File: src/sem_pkg.sv
// Shared types and constants for the streaming RGB Sobel edge magnitude core.
// No dependencies; every other file of the block imports this package.
package sem_pkg;

   localparam int MAX_WIDTH  = 2048;
   localparam int MAX_HEIGHT = 4096;
   localparam int CHAN_W     = 8;
   localparam int PIX_W      = 3 * CHAN_W;
   localparam int COL_W      = $clog2(MAX_WIDTH);
   localparam int ROW_W      = $clog2(MAX_HEIGHT);
   localparam int WIDTH_W    = 12;
   localparam int HEIGHT_W   = 13;
   localparam int CSR_IDX_W  = 1;
   localparam int CSR_DATA_W = 13;

   typedef logic [PIX_W-1:0] pix_type;
   // window[row][col], row 0 is the oldest line, col 2 is the newest column
   typedef logic [2:0][2:0][PIX_W-1:0] win_type;

   typedef enum logic {
      OP_PIXEL = 1'b0,
      OP_DRAIN = 1'b1
   } op_type;

   typedef enum logic [CSR_IDX_W-1:0] {
      CSR_FRAME_WIDTH  = 1'b0,
      CSR_FRAME_HEIGHT = 1'b1
   } csr_type;

   typedef enum logic [2:0] {
      S_IDLE,
      S_PIX,
      S_DRD,
      S_LAUNCH,
      S_CALC,
      S_OUT
   } state_type;

   // line buffer access: one read address and one write for both lines
   typedef struct packed {
      logic             rd_en;
      logic [COL_W-1:0] rd_addr;
      logic             wr_en;
      logic [COL_W-1:0] wr_addr;
      pix_type          wr_above;
      pix_type          wr_two_above;
   } lb_req_type;

endpackage

File: src/sem_grad_unit.sv
// Gradient magnitude unit: Sobel Gx/Gy per channel, squares, bit-serial
// square root with rounding and clamp. Depends on sem_pkg.
module sem_grad_unit import sem_pkg::*; (
   input  logic                      clock,
   input  logic                      reset,
   input  logic                      start,
   input  win_type                   win,
   output logic                      done,
   output logic [2:0][CHAN_W-1:0]    edge_val
);

   localparam logic [3:0] STEP_GRAD  = 4'd0;
   localparam logic [3:0] STEP_SQ    = 4'd1;
   localparam logic [3:0] STEP_ROUND = 4'd10;
   localparam logic [20:0] SQ_CLAMP  = 21'd65280;   // 255.5 squared, floored

   logic                   busy_ff, busy_in;
   logic                   done_ff, done_in;
   logic [3:0]             step_ff, step_in;
   win_type                win_ff;
   logic signed [10:0]     gx_ff [3];
   logic signed [10:0]     gy_ff [3];
   logic signed [10:0]     gx_in [3];
   logic signed [10:0]     gy_in [3];
   logic [20:0]            s_ff [3];
   logic [20:0]            s_in [3];
   logic [CHAN_W-1:0]      root_ff [3];
   logic [CHAN_W-1:0]      root_in [3];
   logic [2:0][CHAN_W-1:0] edge_ff;
   logic [2:0][CHAN_W-1:0] edge_in;

   // control sequencer
   always_comb begin
      busy_in = busy_ff;
      step_in = step_ff;
      done_in = 1'b0;
      if (start) begin
         busy_in = 1'b1;
         step_in = STEP_GRAD;
      end else if (busy_ff) begin
         step_in = step_ff + 4'd1;
         if (step_ff == STEP_ROUND) begin
            busy_in = 1'b0;
            done_in = 1'b1;
         end
      end
   end

   always_ff @(posedge clock) begin
      if (reset) begin
         busy_ff <= 1'b0;
         done_ff <= 1'b0;
         step_ff <= STEP_GRAD;
      end else begin
         busy_ff <= busy_in;
         done_ff <= done_in;
         step_ff <= step_in;
      end
   end

   // datapath per channel
   always_comb begin
      logic [9:0]  px, nx, py, ny;
      logic [21:0] sqx, sqy;
      logic [7:0]  mask, trial;
      logic [15:0] tsq;
      logic [16:0] nn;
      mask = 8'd1 << 3'(4'd9 - step_ff);
      for (int ch = 0; ch < 3; ch++) begin
         px = 10'(win_ff[0][2][8*ch +: 8]) + {1'b0, win_ff[1][2][8*ch +: 8], 1'b0}
            + 10'(win_ff[2][2][8*ch +: 8]);
         nx = 10'(win_ff[0][0][8*ch +: 8]) + {1'b0, win_ff[1][0][8*ch +: 8], 1'b0}
            + 10'(win_ff[2][0][8*ch +: 8]);
         py = 10'(win_ff[2][0][8*ch +: 8]) + {1'b0, win_ff[2][1][8*ch +: 8], 1'b0}
            + 10'(win_ff[2][2][8*ch +: 8]);
         ny = 10'(win_ff[0][0][8*ch +: 8]) + {1'b0, win_ff[0][1][8*ch +: 8], 1'b0}
            + 10'(win_ff[0][2][8*ch +: 8]);
         gx_in[ch] = $signed({1'b0, px}) - $signed({1'b0, nx});
         gy_in[ch] = $signed({1'b0, py}) - $signed({1'b0, ny});

         sqx = 22'(gx_ff[ch] * gx_ff[ch]);
         sqy = 22'(gy_ff[ch] * gy_ff[ch]);
         s_in[ch] = 21'(sqx + sqy);

         // one root bit per cycle, MSB first
         trial = root_ff[ch] | mask;
         tsq   = 16'(trial) * 16'(trial);
         root_in[ch] = root_ff[ch];
         if (step_ff == STEP_SQ) begin
            root_in[ch] = '0;
         end else if (step_ff > STEP_SQ && step_ff < STEP_ROUND) begin
            if (21'(tsq) <= s_ff[ch]) root_in[ch] = trial;
         end

         // round to nearest and clamp
         nn = 17'(root_ff[ch]) * 17'(root_ff[ch]) + 17'(root_ff[ch]);
         if (s_ff[ch] > SQ_CLAMP) begin
            edge_in[ch] = 8'd255;
         end else if (21'(nn) < s_ff[ch]) begin
            edge_in[ch] = root_ff[ch] + 8'd1;
         end else begin
            edge_in[ch] = root_ff[ch];
         end
      end
   end

   always_ff @(posedge clock) begin
      if (start) win_ff <= win;
      for (int ch = 0; ch < 3; ch++) begin
         if (step_ff == STEP_GRAD) begin
            gx_ff[ch] <= gx_in[ch];
            gy_ff[ch] <= gy_in[ch];
         end
         if (step_ff == STEP_SQ) s_ff[ch] <= s_in[ch];
         root_ff[ch] <= root_in[ch];
      end
      if (busy_ff && step_ff == STEP_ROUND) edge_ff <= edge_in;
   end

   assign done     = done_ff;
   assign edge_val = edge_ff;

endmodule

File: config.mk
export PLATFORM = sky130hd
export DESIGN_NAME = sem_grad_unit
export DESIGN_NICKNAME = d
export VERILOG_FILES = /design/src/sem_pkg.sv /design/src/sem_grad_unit.sv
export SDC_FILE = /design/constraint.sdc
export NUM_CORES = 2
export LEC_CHECK = 0
export ABC_CLOCK_PERIOD_IN_PS = 20100
export BUFFER_PORTS_ARGS = -buffer_cell sky130_fd_sc_hd__clkbuf_2
export CAP_MARGIN = 5
export CORE_ASPECT_RATIO = 0.5
export CORE_MARGIN = 4
export CORE_UTILIZATION = 25
export DETAILED_ROUTE_END_ITERATION = 10
export PLACE_DENSITY = 0.39
export SLEW_MARGIN = 10
export SYNTH_ARGS = -nofsm -noshare
export SYNTH_HDL_FRONTEND = slang
export SYNTH_SLANG_ARGS = --single-unit
File: constraint.sdc
create_clock -name clock -period 20.1 [get_ports clock]
set_input_delay 3.015 -clock clock [delete_from_list [all_inputs] [get_ports clock]]
set_output_delay 3.015 -clock clock [all_outputs]
set_load 0.05 [all_outputs]
==> impl_metrics.yaml <==
final_layout:
  fin_cells: 8502
  final_cell_area_um2: 61600
  num_antenna_cells: 0
  drive_above_1_share: 0.0658
  syn_to_final_growth_pct: 11.0
  nFillCells: 23500
  final_nets: 7371
clocking:
  htreeDepth: 2
  cts.clk_slew.worst_paths_ps: 60
  cts_resized: 0
  cts_tree: "built"
  insertion_delay_ps: 650
  clockRootBuffer: "clkbuf_16"
  cts_buffer_depth: 3
  clkSinkCount: 375
  hold_buffers: 0
  post-cts-setup-buffer-count: 0
  cts_made_buffers: 46
worst_setup_path:
  endpoint_kind: "flip-flop"
  crit_type: "flip-flop to flip-flop"
  crit_fanout: 21
  critPathMaxStageDelay_ps: 860
  cp-start-kind: "flip-flop"
  critPathSlowestCell: "nor2b_1"
  arrival_ps: 8830
  crit_required_ps: 20600
synthesis:
  synth-xor-area-share: 0.0421
  ys_seq_area_frac: 0.197
  synth-seq-cells: 375
  async_flop_share: 0
  synth_compound_area_frac: 0.0552
  synth-simple-area-share: 0.0847
  synth_top_family_by_area: "adder cells"
  synth-main-ff-cell: "edfxtp_1"
  ys_types: 74
  synth_edf_count: 345
  yosys-mux-area-fraction: 0.00194
  syn-cell-area_um2: 55500
  synth_area_leaders: "fa_1, edfxtp_1, ha_1"
  synth_top_cell_by_area: "fa_1"
  avgSynthCellArea_um2: 10.4
  synth_top_area_share: 0.375
  synthAdderAreaFrac: 0.510
  synth_nets: 7185
  ys_warn_count: 0
  synth_cells: 5327
floorplanning:
  die_y_um: 341
  fp.dieW_um: 674
  dieArea_um2: 230000
  pin_count: 244
  coreArea_um2: 219000
  rows: 121
  initial_utilization: 0.253
worst_hold_path:
  hp-class: "flip-flop to flip-flop"
timing:
  fin_setup_tns_ps: 0
  max_freq_mhz: 120
  tightest_slew_ps: 971
  slew_viol_final: 0
  fin_skew_ps: 40.0
  slew_headroom: 0.350
  setup_viol: 0
  whs_ps: 606
  hold_viol: 0
  period_share: 0.414
  period_needed_ps: 8320
  rsz0062_at_grt: "no"
placed_design:
  dp.cells: 8417
  hpwl_um: 111000
  port-buffer-count: 219
  place_congestion: 0.763
  dpl_cell_area_um2: 60100
routing:
  dr_wl_met2_um: 63100
  dr.pass1.iters: 5
  ant_nets: 0
  m1WireLength_um: 60800
  viasPerCell: 3.99
  wl_per_cell_um: 15.1
  num_vias: 33900
  top_layer: "met4"
  first_iter_violations: 1174
  met3_length_um: 2770
  routed_wl_um: 128000
  drc: 0
global_route:
  grt_pass1_vias: 37700
  grt_pass1_wl_um: 209000
  antenna_found_initial: 0
  grt_max_degree: 79
  grt-ovfl-total: 0
  track_usage: 0.115
job:
  max_cap_viol_count: 0
status:
  status: "complete, no violations"
==> worst max-delay path: cells and delay by family (launching register included) <==
kind            cells  cell delay, ps
fa+ha+maj           7            3230
simple gates       10            3120
compound gates      5            1050
flops               1             370
buf+inv             4             260
xor+xnor            1             160
==> placed cells by master, fill, tap and decap left out, types with 6 or more instances in the layout <==
master / count
and2_1: 171
clkbuf_1: 7
o21bai_1: 27
xor2_1: 59
clkinv_2: 8
dfxtp_1: 30
fa_1: 1040
o21ai_0: 72
clkinv_1: 7
clkbuf_2: 218
o21ai_1: 29
ha_1: 599
and3_1: 14
o22ai_1: 7
nor2b_1: 73
nor3_1: 46
nor4_1: 14
or2_2: 26
clkbuf_16: 48
or3_1: 13
nor3b_1: 8
mux2_2: 6
xnor2_1: 208
or4_1: 7
nand2_1: 280
a21o_1: 52
nand2b_1: 38
o211ai_1: 8
nor2_1: 206
a211oi_1: 20
buf_4: 21
a221o_1: 8
a21oi_1: 164
edfxtp_1: 345
inv_1: 1498
nand3_1: 28
nand4_1: 17
o21a_1: 37
==> kinds of logic after synthesis <==
logic type	Yosys count
compound gates	476
xor+xnor	267
fa+ha+maj	1639
buf+inv	1605
flops	375
mux	10
simple gates	955
==> stage by stage <==
stage / utilization / setup slack, ps
3_3_place_gp: 0.274 / 11870
6_report: 0.281 / 11780
3_5_place_dp: 0.274 / 11850
4_1_cts: 0.281 / 11790
5_1_grt: 0.281 / 11330
2_1_floorplan: - / 13270
==> sequential cells by signal (all words and copies together), names as in the netlist <==
signal	cells
root_ff	24
step_ff	4
gx_ff	33
busy_ff	1
edge_val	24
gy_ff	33
done	1
win_ff	192
s_ff	63
==> synth_stat cells, drive strengths merged, types with 28 or more instances <==
master and n:
a21o 52, a21oi 165, and2 172, clkbuf 101, dfxtp 30, edfxtp 345, fa 1040, ha 599
inv 1499, nand2 280, nand2b 38, nand3 28, nor2 208, nor2b 73, nor3 46, o21a 37
o21ai 101, o21bai 28, xnor2 208, xor2 59
==> per-layer routing <==
layer / vias to the layer above / GRT usage
met4: 0 / 0.0188
met3: 81 / 0.0122
met5: - / 0
met1: 16900 / 0.158
li1: 16600 / -
met2: 245 / 0.198
==> cell type report <==
class / count / area, um^2 / share of cell area
Sequential cell: 375 / 11000 / 0.178
Tap cell: 2952 / 3690 / 0.0599
Clock inverter: 29 / 308 / 0.00499
Inverter: 1503 / 5640 / 0.0915
Clock buffer: 56 / 1230 / 0.0200
Timing Repair Buffer: 240 / 1260 / 0.0205
Multi-Input combinational cell: 3347 / 38500 / 0.625
==> final timing paths <==
| kind | endpoint | start | slack (ps) | depth (start not counted) |
|---|---|---|---|---|
| worst min-delay path | step_ff[0] | step_ff[0] | 610 | 2 |
| worst max register to register | root_ff[0][19] | step_ff[2] | 11780 | 27 |
| worst min register to register | step_ff[0] | step_ff[0] | 610 | 2 |
| worst max-delay path | root_ff[0][19] | step_ff[2] | 11780 | 27 |
Power is not shown: default switching activity piles up to over one toggle a cycle in this logic, so the estimate is an artifact.
